## src/rtl/core/snau_pkg.sv

```systemverilog
// Shared types, constants and fixed-point helpers for the spiking neuron array update unit.
// Used by the top level, snau_shaper, snau_fifo and snau_back; depends on nothing else.
package snau_pkg;

	localparam int unsigned IDX_W       = 10;
	localparam int unsigned DATA_W      = 32;
	localparam int unsigned CFG_IDX_W   = 3;
	localparam int unsigned QUEUE_DEPTH = 8;
	localparam int unsigned QPTR_W      = 3;
	localparam int unsigned QCNT_W      = 4;

	localparam logic signed [DATA_W-1:0] ONE_Q20  = 32'sd1048576;
	localparam logic signed [DATA_W-1:0] POS_MAX  = 32'sh7FFF_FFFF;
	localparam logic signed [DATA_W-1:0] NEG_MIN  = 32'sh8000_0000;
	localparam logic signed [63:0]       HALF_LSB = 64'sd524288;

	typedef enum logic [CFG_IDX_W-1:0] {
		CFG_SIGNAL_CEILING   = 3'd0,
		CFG_SHAPE_COEFF      = 3'd1,
		CFG_INV_CEILING_SQ   = 3'd2,
		CFG_DECAY_RATE       = 3'd3,
		CFG_RECOVERY_LEVEL   = 3'd4,
		CFG_INITIAL_LEVEL    = 3'd5,
		CFG_SPIKING_THRESH   = 3'd6,
		CFG_NEGATIVE_GAIN    = 3'd7
	} cfg_index_t;

	typedef struct packed {
		logic [30:0]        signal_ceiling;
		logic signed [31:0] shape_coefficient;
		logic [20:0]        inverse_ceiling_squared;
		logic signed [31:0] decay_rate;
		logic signed [21:0] recovery_level;
		logic signed [21:0] initial_level;
		logic signed [21:0] spiking_threshold;
		logic [20:0]        negative_gain;
	} cfg_regs_t;

	// word handed from the shaping front to the excitation back
	typedef struct packed {
		logic               action;
		logic [IDX_W-1:0]   idx;
		logic signed [31:0] shaped;
	} queue_item_t;

	typedef struct packed {
		logic [IDX_W-1:0]   neuron_echo;
		logic signed [31:0] shaped_input;
		logic signed [31:0] new_excitation;
		logic               spiked;
	} result_t;

	// clamp a wide signed value to the signed 32-bit range
	function automatic logic signed [31:0] sat32(input logic signed [63:0] v);
		logic signed [31:0] r;
		if (v > 64'(POS_MAX))
			r = POS_MAX;
		else if (v < 64'(NEG_MIN))
			r = NEG_MIN;
		else
			r = v[31:0];
		return r;
	endfunction

	// Q12.20 product, round half up, saturated
	function automatic logic signed [31:0] mulq(input logic signed [31:0] a,
			input logic signed [31:0] b);
		logic signed [63:0] p;
		p = 64'(a) * 64'(b);
		p = p + HALF_LSB;
		return sat32(p >>> 20);
	endfunction

endpackage

```

## src/rtl/core/snau_fifo.sv

```systemverilog
// Short queue between the shaping front and the excitation back.
// Depends on snau_pkg; overflow is prevented by the credit count at the top level.
module snau_fifo (
	input  logic                  clk,
	input  logic                  arst_n,
	input  logic                  push,
	input  snau_pkg::queue_item_t push_item,
	input  logic                  pop,
	output logic                  not_empty,
	output snau_pkg::queue_item_t head
);
	import snau_pkg::*;

	queue_item_t       entry_q [QUEUE_DEPTH];
	logic [QPTR_W-1:0] wr_ptr_q, rd_ptr_q;
	logic [QCNT_W-1:0] count_q;

	// track pointers and fill level
	always_ff @(posedge clk or negedge arst_n) begin
		if (!arst_n) begin
			wr_ptr_q <= '0;
			rd_ptr_q <= '0;
			count_q  <= '0;
		end else begin
			if (push)
				wr_ptr_q <= wr_ptr_q + 1'b1;
			if (pop)
				rd_ptr_q <= rd_ptr_q + 1'b1;
			count_q <= count_q + QCNT_W'(push) - QCNT_W'(pop);
		end
	end

	// store the incoming word
	always_ff @(posedge clk) begin
		if (push)
			entry_q[wr_ptr_q] <= push_item;
	end

	assign not_empty = (count_q != '0);
	assign head      = entry_q[rd_ptr_q];

endmodule

```

## config.mk

```make
export PLATFORM = sky130hd
export DESIGN_NAME = snau_fifo
export DESIGN_NICKNAME = d
export VERILOG_FILES = /design/src/rtl/core/snau_pkg.sv /design/src/rtl/core/snau_fifo.sv
export SDC_FILE = /design/constraint.sdc
export NUM_CORES = 1
export LEC_CHECK = 0
export ABC_AREA = 1
export BUFFER_PORTS_ARGS = -buffer_cell sky130_fd_sc_hd__buf_2
export CAP_MARGIN = 15
export CORE_MARGIN = 2
export CORE_UTILIZATION = 44
export CTS_BUF_LIST = sky130_fd_sc_hd__clkbuf_8
export DETAILED_ROUTE_END_ITERATION = 10
export GPL_ROUTABILITY_DRIVEN = 0
export GPL_TIMING_DRIVEN = 0
export PLACE_DENSITY = 0.66
export SLEW_MARGIN = 10
export SYNTH_ARGS = -nofsm -noshare
export SYNTH_HDL_FRONTEND = slang
export SYNTH_SLANG_ARGS = --single-unit
```

## constraint.sdc

```tcl
create_clock -name clk -period 3.3 [get_ports clk]
set_clock_uncertainty 0.05 [all_clocks]
set_input_delay 0.165 -clock clk [delete_from_list [all_inputs] [get_ports clk]]
set_output_delay 0.165 -clock clk [all_outputs]
set_load 0.05 [all_outputs]
```

---- Word-level counts from Yosys, hierarchy flattened ----
Memories as Yosys holds them, arrays and structs flattened.
Cells that the tools add are included.
cells by class
  multiplexer cells ....................... 2
  reductions and logical operators ........ 1
  $add $sub $neg .......................... 4
operators with widths
  operator                                                        number
  3-bit by 1-bit adder with 3-bit output (second input constant)  2
  4-bit by 1-bit adder with 4-bit output                          1
  4-bit nonzero test                                              1
  4-bit by 1-bit subtractor with 4-bit output                     1
  1-bit 2-to-1 mux                                                2
storage, ports and cells
  word-level logic and storage cells ...... 11
  register bits after elaboration ......... 10
  memory bits (writable) .................. 344
  memories kept ........................... 1
  input port bits ......................... 47
memories
  memory   words  width  rd ports  clocked after Yosys merged registers in  write ports  RTL line         RTL
  entry_q  8      43     1         0                                        1            snau_fifo.sv:14  queue_item_t entry_q [QUEUE_DEPTH];

---- Depth between registers and ports, before layout ----
Gate-level depths: netlist of the first run.
  word-level depth ........................ 2
  mapped depth ............................ 8
  depth with buffers taken out ............ 7

---- Worst setup path after synthesis of the first run ----
No wires, ideal clock.
  kind .................................... reg-to-reg
  start ................................... register wr_ptr_q[0]
  end ..................................... memory entry_q[0][0] (netlist bit) (enable)
  cell stages (with the launch flop) ...... 3
  buffers on the path ..................... 0
  setup time .............................. 0.443 ns
  data arrival time ....................... 2.543 ns
  required time ........................... 2.807 ns
  slack ................................... 0.263 ns
  cells stage by stage .................... dfrtp_1 or2_2 nor2_1
RTL lines
  element                 RTL line         RTL
  start, declared         snau_fifo.sv:15  logic [QPTR_W-1:0] wr_ptr_q, rd_ptr_q;
  start signal, assigned  snau_fifo.sv:26  wr_ptr_q <= wr_ptr_q + 1'b1;
  end, declared           snau_fifo.sv:14
No word-level cell before the write port.

==> summary.md, run 1 <==
| Metric | Value |
|---|---|
| Status | finished clean |
| Worst Setup Start Kind | flop |
| Relative slew slack | 0.406 |
| Sequential Power Share | 0.345 |
| Grt ovf | 0 |
| Crit Reg-Reg Startpoint | wr_ptr_q[0]$_DFFE_PN0P_ |
| First-pass GRT wire length | ~55000 um |
| Post-cts hold buffer count | 47 |
| CP Capture Type | output port |
| Synth-to-Final Area Change | 18.4% |
| Sequential fraction of the synthesis area | 0.685 |
| Synth top area share | 0.669 |
| Count of final setup violators | 0 |
| Clock sink count | 354 |
| Nets | between 1.5k and 2k |
| Post-Route WL | approximately 36000 um |
| Syn Inst Count | approximately 1.6k |
| CTS tree | built |
| Buffers on Ports | 90 |
| Number of CTS-inserted buffers | 58 |
| N_diodes | 0 |
| Final Max Tran Viols | 0 |
| Number of synthesized register bits | between 300 and 400 |
| Crit-path max FO | 10 |
| Clk buf depth | 3 |
| Largest net degree at the start of global routing | 25 |
| WP data required | a little over 3 ns |
| Initial core utilization | 0.447 |
| Final WS setup | 0.573 ns |
| Hold Path Class | input port to flop |
| Worst skew pair latency | 0.57 ns |
| Pwr/cell area | 885 nW/um^2 |
| Fmax | 0.367 GHz |
| VDD IR max | 0.865 mV |
| H-tree depth | 2 |
| Clock root cell | clkbuf_8 |
| Initial antenna violation count | 0 |
| Wirelength per Cell | 16.0 um |
| Crit share post-route | 0.826 |
| Hpwl dp | 22700 um |
| RSZ-0062 raised after global routing | no |
| Fillers | between 3k and 4k |
| Hold depth | 2 |
| CP top delay family | buffers and inverters |
| Vias per Instance | 4.63 |
| Yosys warning count | 0 |
| Worst reg2reg endpoint | entry_q[2][21]$_DFFE_PP_ |
| I/O pin count | 91 |
| Reg2Reg Setup Slack | 1.13 ns |
| Worst path depth | 8 |
| Crit path buffers/inverters | 3 |
| Arrival @ worst endpoint | 2.51 ns |
| Final worst path period need | 2.73 ns |
| Clock share of power | 0.210 |
| Mapped Nets | 1605 |
| Most frequent cell on the critical path | nand2_1 |
| Reg clk slew, reported paths | approximately 0.060 ns |
| Top post-synthesis cells by area | edfxtp_1, nand2_1, inv_1, nand3_1, dfrtp_1 |
| Worst-Margin Slew | 0.889 ns |
| Post-CTS Setup Bufs | 0 |
| WS Path Type | flop to output port |
| CP Cell Sequence | inv_2, clkbuf_1, nand2_1, nand3_1, nand2_1, nand2_1, nand2_1, buf_2 |
| Share of cells above drive strength 1 | 0.122 |
| Finished Cell Area | 18300 um^2 |
| Leak Pwr | 8.61 nW |
| Die Wd | approximately 190 um |
| Endpoint, Worst Hold | entry_q[0][24]$_DFFE_PP_ |
| Post-synth top area cell | edfxtp_1 |
| DRT Pass-1 Iters | 5 |
| Area of the mapped netlist | 15500 um^2 |
| CTS resizes | 0 |
| Row count | 68 |
| Net Switching | ~0.0072 W |
| Internal | 0.00903 W |
| Area post-placement | 16800 um^2 |
| Worst slack, placed | 1.10 ns |
| Vias in the first global route | 10.3k |
| Initial drt markers | 861 |
| DRC errors left | 0 |
| Comb power frac | 0.444 |
| FF-to-FF path depth | 3 |
| Slowest CP cell | clkbuf_1 |
| Via count | ~10k |
| Slowest cell delay on critical path | 0.53 ns |
| Gr usage total | 0.200 |
| Chip Height | 191 um |
| Antenna Nets Post-Route | 0 |
| Worst Hold Launch | push_item[24] |
| Unique cell type count in the Yosys netlist | 19 |
| Syn avg cell area | about 10 um^2 |
| Sw Ratio | 0.442 |
| Die Area | 36600 um^2 |
| Core area | 34500 um^2 |
| Final hold viol count | 0 |
| Max-Cap Viols | 0 |
layout make-up:
class,instances,area [um^2],share of cell area
Multi-Input combinational cell,770,3280,0.179
Buffer,65,299,0.0164
Clock inverter,38,175,0.00958
Inverter,361,1360,0.0741
Sequential cell,354,10600,0.579
Tap cell,455,569,0.0311
Clock buffer,62,853,0.0467
Timing Repair Buffer,148,1180,0.0645
cell usage after synthesis (all sizes together):
| library cell | n |
|---|---|
| nand2 | 571 |
| a21oi | 1 |
| nor2 | 8 |
| clkbuf | 20 |
| edfxtp | 344 |
| fa | 1 |
| or2 | 1 |
| ha | 7 |
| clkinv | 1 |
| dfrtp | 10 |
| xnor2 | 1 |
| inv | 360 |
| buf | 45 |
| xor2 | 4 |
| o21ai | 2 |
| nand3 | 174 |
cells by family after synthesis:
logic type	after synthesis	synth area share
AND/OR/NAND/NOR	754	0.197
buffers and inverters	426	0.107
flip-flops	354	0.685
adder cells (fa/ha/maj)	8	0.00696
XOR/XNOR	5	0.00283
AO/OA/AOI/OAI	3	0.000971
per-stage QoR:
step	total power [W]	setup TNS, ns	util	hold slack [ns]	std cells
2_1_floorplan	0.0106	0	-	-0.181	1550
4_1_cts	0.0164	0	0.529	0.294	2253
6_report	0.0162	0	0.529	0.332	2253
3_3_place_gp	0.0127	-441.86	0.477	-0.00513	2095
3_5_place_dp	0.0129	0	0.486	0.00417	2106
5_1_grt	0.0172	0	0.529	0.317	2253
power by group through the flow:
stage | registers (W) | clock network, W | logic [W]
finish | 0.00558 | 0.00340 | 0.00719
global route | 0.00562 | 0.00370 | 0.00788
CTS | 0.00558 | 0.00349 | 0.00729
detailed placement | 0.00567 | 0 | 0.00721
global placement | 0.00571 | 0 | 0.00696
floorplan | 0.00567 | 0 | 0.00498
cell usage in the layout, fill, tap and decap left out, types with 2 or more instances in the layout:
cell             n
buf_16           5
edfxtp_1       344
buf_1            5
buf_12           6
inv_1          385
ha_1             7
o21ai_0          2
nand3_1        174
clkinv_2         5
clkinv_1         6
nor2_4           8
buf_4            2
dlygate4sd3_1   47
dfrtp_1         10
xor2_1           4
clkbuf_8        62
clkbuf_1        20
nand2_1        571
inv_2            2
buf_2          128
registers in the layout, summed over array words and instances, names as in the netlist:
name and cells:
rd_ptr_q 3, entry_q 344, wr_ptr_q 3, count_q 4
per-layer routing:
layer  track usage  up-vias  share of wire
met2         0.354      297           0.50
met1         0.253     4848           0.42
met5             0        -              0
met4        0.0565        0          0.016
met3        0.0332       60          0.060
li1              -     5235              -
how the worst max path moves through the flow:
stage,start,end,slack (ns)
finish,rd_ptr_q[0]$_DFFE_PN0P_,head[42],0.57
global route,rd_ptr_q[1]$_DFFE_PN0P_,head[22],0.39
CTS,rd_ptr_q[0]$_DFFE_PN0P_,head[42],0.49
detailed placement,wr_ptr_q[0]$_DFFE_PN0P_,entry_q[2][20]$_DFFE_PP_,1.10
global placement,wr_ptr_q[0]$_DFFE_PN0P_,entry_q[0][27]$_DFFE_PP_,-1.51
floorplan,wr_ptr_q[0]$_DFFE_PN0P_,entry_q[0][0]$_DFFE_PP_,0.26
Note: power is estimated with default switching activity, not from simulation.
==> run 2, diff against run 1 <==
clock period = 2.65 ns   (was 3.3 ns; I/O delays follow)
==> summary.md, run 2 (synthesized netlist as in run 1, its figures left out) <==
| Metric | Value |
|---|---|
| Status | finished clean |
| Worst-Margin Slew | 0.806 ns (-0.0829 ns) |
| Pwr/cell area | 1100 nW/um^2 (+25%) |
| Gr usage total | 0.202 (+0.00157) |
| Die Wd | 191 um (unchanged) |
| Reg clk slew, reported paths | 0.06 ns (about the same) |
| I/O pin count | 91 (unchanged) |
| Via count | 10.6k (+1.6%) |
| Crit-path max FO | 10 (unchanged) |
| Fillers | 3023 (-2.1%) |
| Vias per Instance | 4.69 (+1.3%) |
| Share of cells above drive strength 1 | 0.130 (+0.00791) |
| Flip-flop count of the largest register after layout | 344 (unchanged) |
| Final hold viol count | 0 (unchanged) |
| Commonest non-fill, non-tap cell in the layout | nand2_1 |
| Fmax | 0.387 GHz |
| Grt ovf | 0 (unchanged) |
| Row count | 68 (unchanged) |
| Initial drt markers | 797 (-7.4%) |
| Post-CTS Setup Bufs | 0 (unchanged) |
| Layer with the highest usage | met2 |
| Worst Setup Start Kind | flop |
| Worst skew pair latency | 0.59 ns (+0.02 ns) |
| Met1 Use GR | 0.264 (+0.0112) |
| Hold Path Class | input port to flop |
| Slowest cell delay on critical path | 0.36 ns (-0.17 ns) |
| DRT Pass-1 Iters | 5 (unchanged) |
| RSZ-0062 raised after global routing | yes |
| Leak Pwr | 8.64 nW (+0.37%) |
| Final worst path period need | 2.59 ns |
| Met2 Use GR | 0.335 (-0.0197) |
| Hpwl dp | 23000 um (+1.3%) |
| Hold WS | 0.271 ns (-0.0610 ns) |
| Met3 Track Usage GR | 0.0323 (-0.000918) |
| Vias in the first global route | 10.5k (+1.3%) |
| Synth-to-Final Area Change | 18.7% |
| Arrival @ worst endpoint | 2.40 ns (-0.11 ns) |
| Max-Cap Viols | 0 (unchanged) |
| CTS tree | built |
| Die Area | 36600 um^2 (unchanged) |
| Nets | 1812 (-0.055%) |
| Clock sink count | 354 (unchanged) |
| Initial antenna violation count | 0 (unchanged) |
| Core area | 34500 um^2 (unchanged) |
| Chip Height | 191 um (unchanged) |
| Design Power | 0.0203 W (+25%) |
| Antenna Nets Post-Route | 0 (unchanged) |
| Number of CTS-inserted buffers | 56 (-3.4%) |
| Layout Utilization | 0.531 (+0.00145) |
| First-pass GRT wire length | 56000 um (+0.97%) |
| CP Capture Type | output port |
| WS Path Type | flop to output port |
| Clk buf depth | 3 (unchanged) |
| Worst slack, placed | 0.503 ns (-0.593 ns) |
| Crit share post-route | 0.976 |
| VDD IR max | 0.906 mV (+4.7%) |
| Largest net degree at the start of global routing | 24 (-4.0%) |
| Biggest register | entry_q |
| Top Registers | entry_q x344, count_q x4 |
| Relative slew slack | 0.461 (+0.0554) |
| Crit path buffers/inverters | 4 (+1) |
| CP top delay family | buffers and inverters |
| CP Cell Sequence | buf_2, buf_2, clkbuf_4, nand3_1, nand2_1, nand2_1, nand2_1, buf_2 |
| WP data required | 2.47 ns (-0.61 ns) |
| Post-Route WL | 36200 um (+0.63%) |
| Slowest CP cell | dfrtp_1 |
| DRC errors left | 0 (unchanged) |
| N_diodes | 0 (unchanged) |
| Initial core utilization | 0.447 (unchanged) |
| Wirelength per Cell | 16.0 um (+0.36%) |
| Final WS setup | 0.0649 ns (-0.508 ns) |
| Count of final setup violators | 0 (unchanged) |
| Setup TNS | 0 ns (unchanged) |
| H-tree depth | 2 (unchanged) |
| Buffers on Ports | 90 (unchanged) |
| Final Max Tran Viols | 0 (unchanged) |
| Commonest cells after routing, fill and taps aside | nand2_1, inv_1, edfxtp_1, nand3_1, buf_2 |
| Clock root cell | clkbuf_8 |
-- run 2: cell count changes in the layout (fill, tap and decap cells not counted) --
cell,delta
buf_1,-4
buf_2,-7
buf_4,+2
clkbuf_8,-4
clkbuf_1,-13
clkbuf_4,+5
clkbuf_2,+17
buf_16,+1
inv_1,-6
clkinv_1,+14
inv_6,+1
-- run 2: worst paths after layout --
path,startpoint,to,slack (ns),depth (start not counted)
max in group asynchronous,arst_n,count_q[1]$_DFF_PN0_,1.71,3
hold / removal,push_item[8],entry_q[3][8]$_DFFE_PP_,0.27,2
min in group asynchronous,arst_n,count_q[0]$_DFF_PN0_,0.50,3
setup reg to reg,wr_ptr_q[0]$_DFFE_PN0P_,entry_q[2][28]$_DFFE_PP_,0.52,4
hold reg to reg,wr_ptr_q[0]$_DFFE_PN0P_,wr_ptr_q[0]$_DFFE_PN0P_,0.49,2
setup / recovery,rd_ptr_q[1]$_DFFE_PN0P_,head[22],0.06,8
-- run 2: per-stage QoR --
| step | instances | cell area, um^2 |
|---|---|---|
| after global routing | 2259 | 18300 |
| after detailed placement | 2107 | 16800 |
| after global placement | 2095 | 16500 |
| final | 2259 | 18300 |
| after floorplan | 1550 | 15500 |
| after CTS | 2259 | 18300 |
-- run 2: area by class of cell --
class | instances | area (um^2) | share of cell area
buffer | 65 | 338 | 0.0184
clock buffer | 58 | 798 | 0.0435
clock inverter | 47 | 214 | 0.0117
inverter | 361 | 1360 | 0.0739
multi-input combinational | 770 | 3280 | 0.179
sequential | 354 | 10600 | 0.577
tap | 455 | 569 | 0.0310
timing repair buffer | 149 | 1210 | 0.0658
-- run 2: what timing repair did --
action / CTS / global route
gates resized for setup: 10 / 19
hold buffers: 47 / 0
endpoints found under the hold margin: 361 / 0
setup endpoints to repair: 35 / 39
-- run 2: power by group --
part | switching, W | internal [W] | leakage, nW
Clock | 0.00210 | 0.00212 | 0.597
Combinational | 0.00681 | 0.00228 | 4.80
Sequential | 0.000146 | 0.00680 | 3.24
-- run 2: routing by layer --
| metal | part of all wire | vias to the layer above |
|---|---|---|
| met5 | 0 | - |
| met1 | 0.43 | 4910 |
| met2 | 0.48 | 373 |
| met3 | 0.067 | 82 |
| met4 | 0.029 | 0 |
| li1 | - | 5238 |
==> run 3, diff against run 2 <==
CORE_UTILIZATION = 35   (was 44)
PLACE_DENSITY = 0.56   (was 0.66)
==> summary.md, run 3 (synthesized netlist as in run 1, its figures left out) <==
| Metric | Value |
|---|---|
| Count of final setup violators | 0 (unchanged) |
| Chip Height | 214 um (+12%) |
| Fillers | 4230 (+40%) |
| First-pass GRT wire length | 58600 um (+4.7%) |
| Leak Pwr | 8.71 nW (+0.88%) |
| CP Capture Type | output port |
| Pwr/cell area | 1100 nW/um^2 (about the same) |
| Worst Setup Start Kind | flop |
| Hold WS | 0.264 ns (-0.00732 ns) |
| Status | finished clean |
| Finished Cell Area | 18700 um^2 (+1.9%) |
| Nets | 1817 (+0.28%) |
| Reg2Reg Setup Slack | 0.52 ns (about the same) |
| Final worst path period need | 2.53 ns (-0.0537 ns) |
| Grt ovf | 0 (unchanged) |
| Core area | 43400 um^2 (+26%) |
| Hpwl dp | 24700 um (+7.2%) |
| Commonest cells after routing, fill and taps aside | nand2_1, inv_1, edfxtp_1, nand3_1, buf_2 |
| Antenna Nets Post-Route | 0 (unchanged) |
| Max-Cap Viols | 0 (unchanged) |
| WP data required | 2.47 ns (about the same) |
| Buffers on Ports | 90 (unchanged) |
| Post-Route WL | 38200 um (+5.5%) |
| Worst slack, placed | 0.420 ns (-0.0830 ns) |
| Commonest non-fill, non-tap cell in the layout | nand2_1 |
| VDD IR max | 0.660 mV (-27%) |
| Top Registers | entry_q x344, count_q x4 |
| DRC errors left | 0 (unchanged) |
| Hold Path Class | input port to flop |
| Vias in the first global route | 10.3k (-1.7%) |
| Crit share post-route | 0.955 (-0.0203) |
| Wirelength per Cell | 16.0 um (-0.33%) |
| Worst-Margin Slew | 0.824 ns (+0.0176 ns) |
| Final WS setup | 0.119 ns (+0.0537 ns) |
| Number of CTS-inserted buffers | 58 (+3.6%) |
| Area post-placement | 17100 um^2 (+1.6%) |
| Row count | 76 (+12%) |
| H-tree depth | 2 (unchanged) |
| Worst skew pair latency | 0.60 ns (about the same) |
| RSZ-0062 raised after global routing | yes |
| Initial drt markers | 649 (-19%) |
| DRT Pass-1 Iters | 5 (unchanged) |
| Flip-flop count of the largest register after layout | 344 (unchanged) |
| Clock root cell | clkbuf_8 |
| Relative slew slack | 0.450 (-0.0117) |
| Synth-to-Final Area Change | 21.0% |
| CP Launch Point | rd_ptr_q[0]$_DFFE_PN0P_ |
| Final Max Tran Viols | 0 (unchanged) |
| Gr usage total | 0.166 (-0.0356) |
| Die Area | 45800 um^2 (+25%) |
| Largest net degree at the start of global routing | 23 (-4.2%) |
| Clock sink count | 354 (unchanged) |
| Reg clk slew, reported paths | 0.06 ns (about the same) |
| I/O pin count | 91 (unchanged) |
| WS Path Type | flop to output port |
| Layout Utilization | 0.431 (-0.0997) |
| Via count | 10.5k (-1.4%) |
| Biggest register | entry_q |
| Initial antenna violation count | 1 (+1) |
| Crit Reg-Reg Startpoint | wr_ptr_q[0]$_DFFE_PN0P_ |
| Die Wd | 214 um (+12%) |
| Share of cells above drive strength 1 | 0.135 (+0.00499) |
| Initial core utilization | 0.356 (-0.0910) |
| Vias per Instance | 4.37 (-6.8%) |
| Worst Hold Launch | pop |
| CTS tree | built |
| Final hold viol count | 0 (unchanged) |
| Arrival @ worst endpoint | 2.35 ns (-0.05 ns) |
| Setup TNS | 0 ns (unchanged) |
| Fmax | 0.395 GHz (+2.1%) |
| Clk buf depth | 3 (unchanged) |
| Crit-path max FO | 10 (unchanged) |
run 3: what timing repair did:
action	CTS	global route
endpoints found under the hold margin	361	0
gates cloned	0	0
resized for setup	32	24
buffers inserted	0	0
endpoints found under the setup margin	43	39
hold buffers	47	0
run 3: final timing paths:
check,endpoint,depth (start not counted)
worst min-delay path,rd_ptr_q[0]$_DFFE_PN0P_,3
worst max-delay path,head[0],8
worst max register to register,entry_q[1][19]$_DFFE_PP_,4
min in group asynchronous,rd_ptr_q[0]$_DFFE_PN0P_,3
worst min register to register,wr_ptr_q[0]$_DFFE_PN0P_,2
max in group asynchronous,rd_ptr_q[2]$_DFFE_PN0P_,3
run 3: layer usage:
layer	vias to the layer above	wire, um	track usage
met5	-	11	0
met2	239	17800	0.275
met3	80	1700	0.0254
li1	5238	-	-
met4	2	956	0.0567
met1	4892	17600	0.223
run 3: final cells by class:
class | count | area (um^2) | area share
Tap cell | 585 | 732 | 0.0392
Buffer | 65 | 383 | 0.0205
Inverter | 361 | 1360 | 0.0728
Multi-Input combinational cell | 770 | 3280 | 0.175
Clock inverter | 41 | 189 | 0.0101
Timing Repair Buffer | 152 | 1330 | 0.0712
Clock buffer | 61 | 840 | 0.0449
Antenna cell | 1 | 2.50 | 0.000134
Sequential cell | 354 | 10600 | 0.566
run 3: metrics by stage:
stage                     total power (W)  cells
after floorplan                    0.0133   1550
after global placement             0.0160   2225
after detailed placement           0.0163   2240
after CTS                          0.0208   2389
after global routing               0.0219   2389
final                              0.0206   2390
run 3: power by group:
group          leakage [nW]  switching (W)  internal, W
registers              3.24       0.000145      0.00680
logic                  4.87        0.00692      0.00247
clock network         0.599        0.00210      0.00220
total                  8.71        0.00917       0.0115
run 3: critical path, cell delays in order (launching register included):
cell and delay (ns):
dfrtp_1 0.45, buf_2 0.29, buf_2 0.35, nand2_1 0.09
nand3_1 0.08, nand2_1 0.05, nand2_1 0.05, nand2_1 0.13
buf_2 0.25
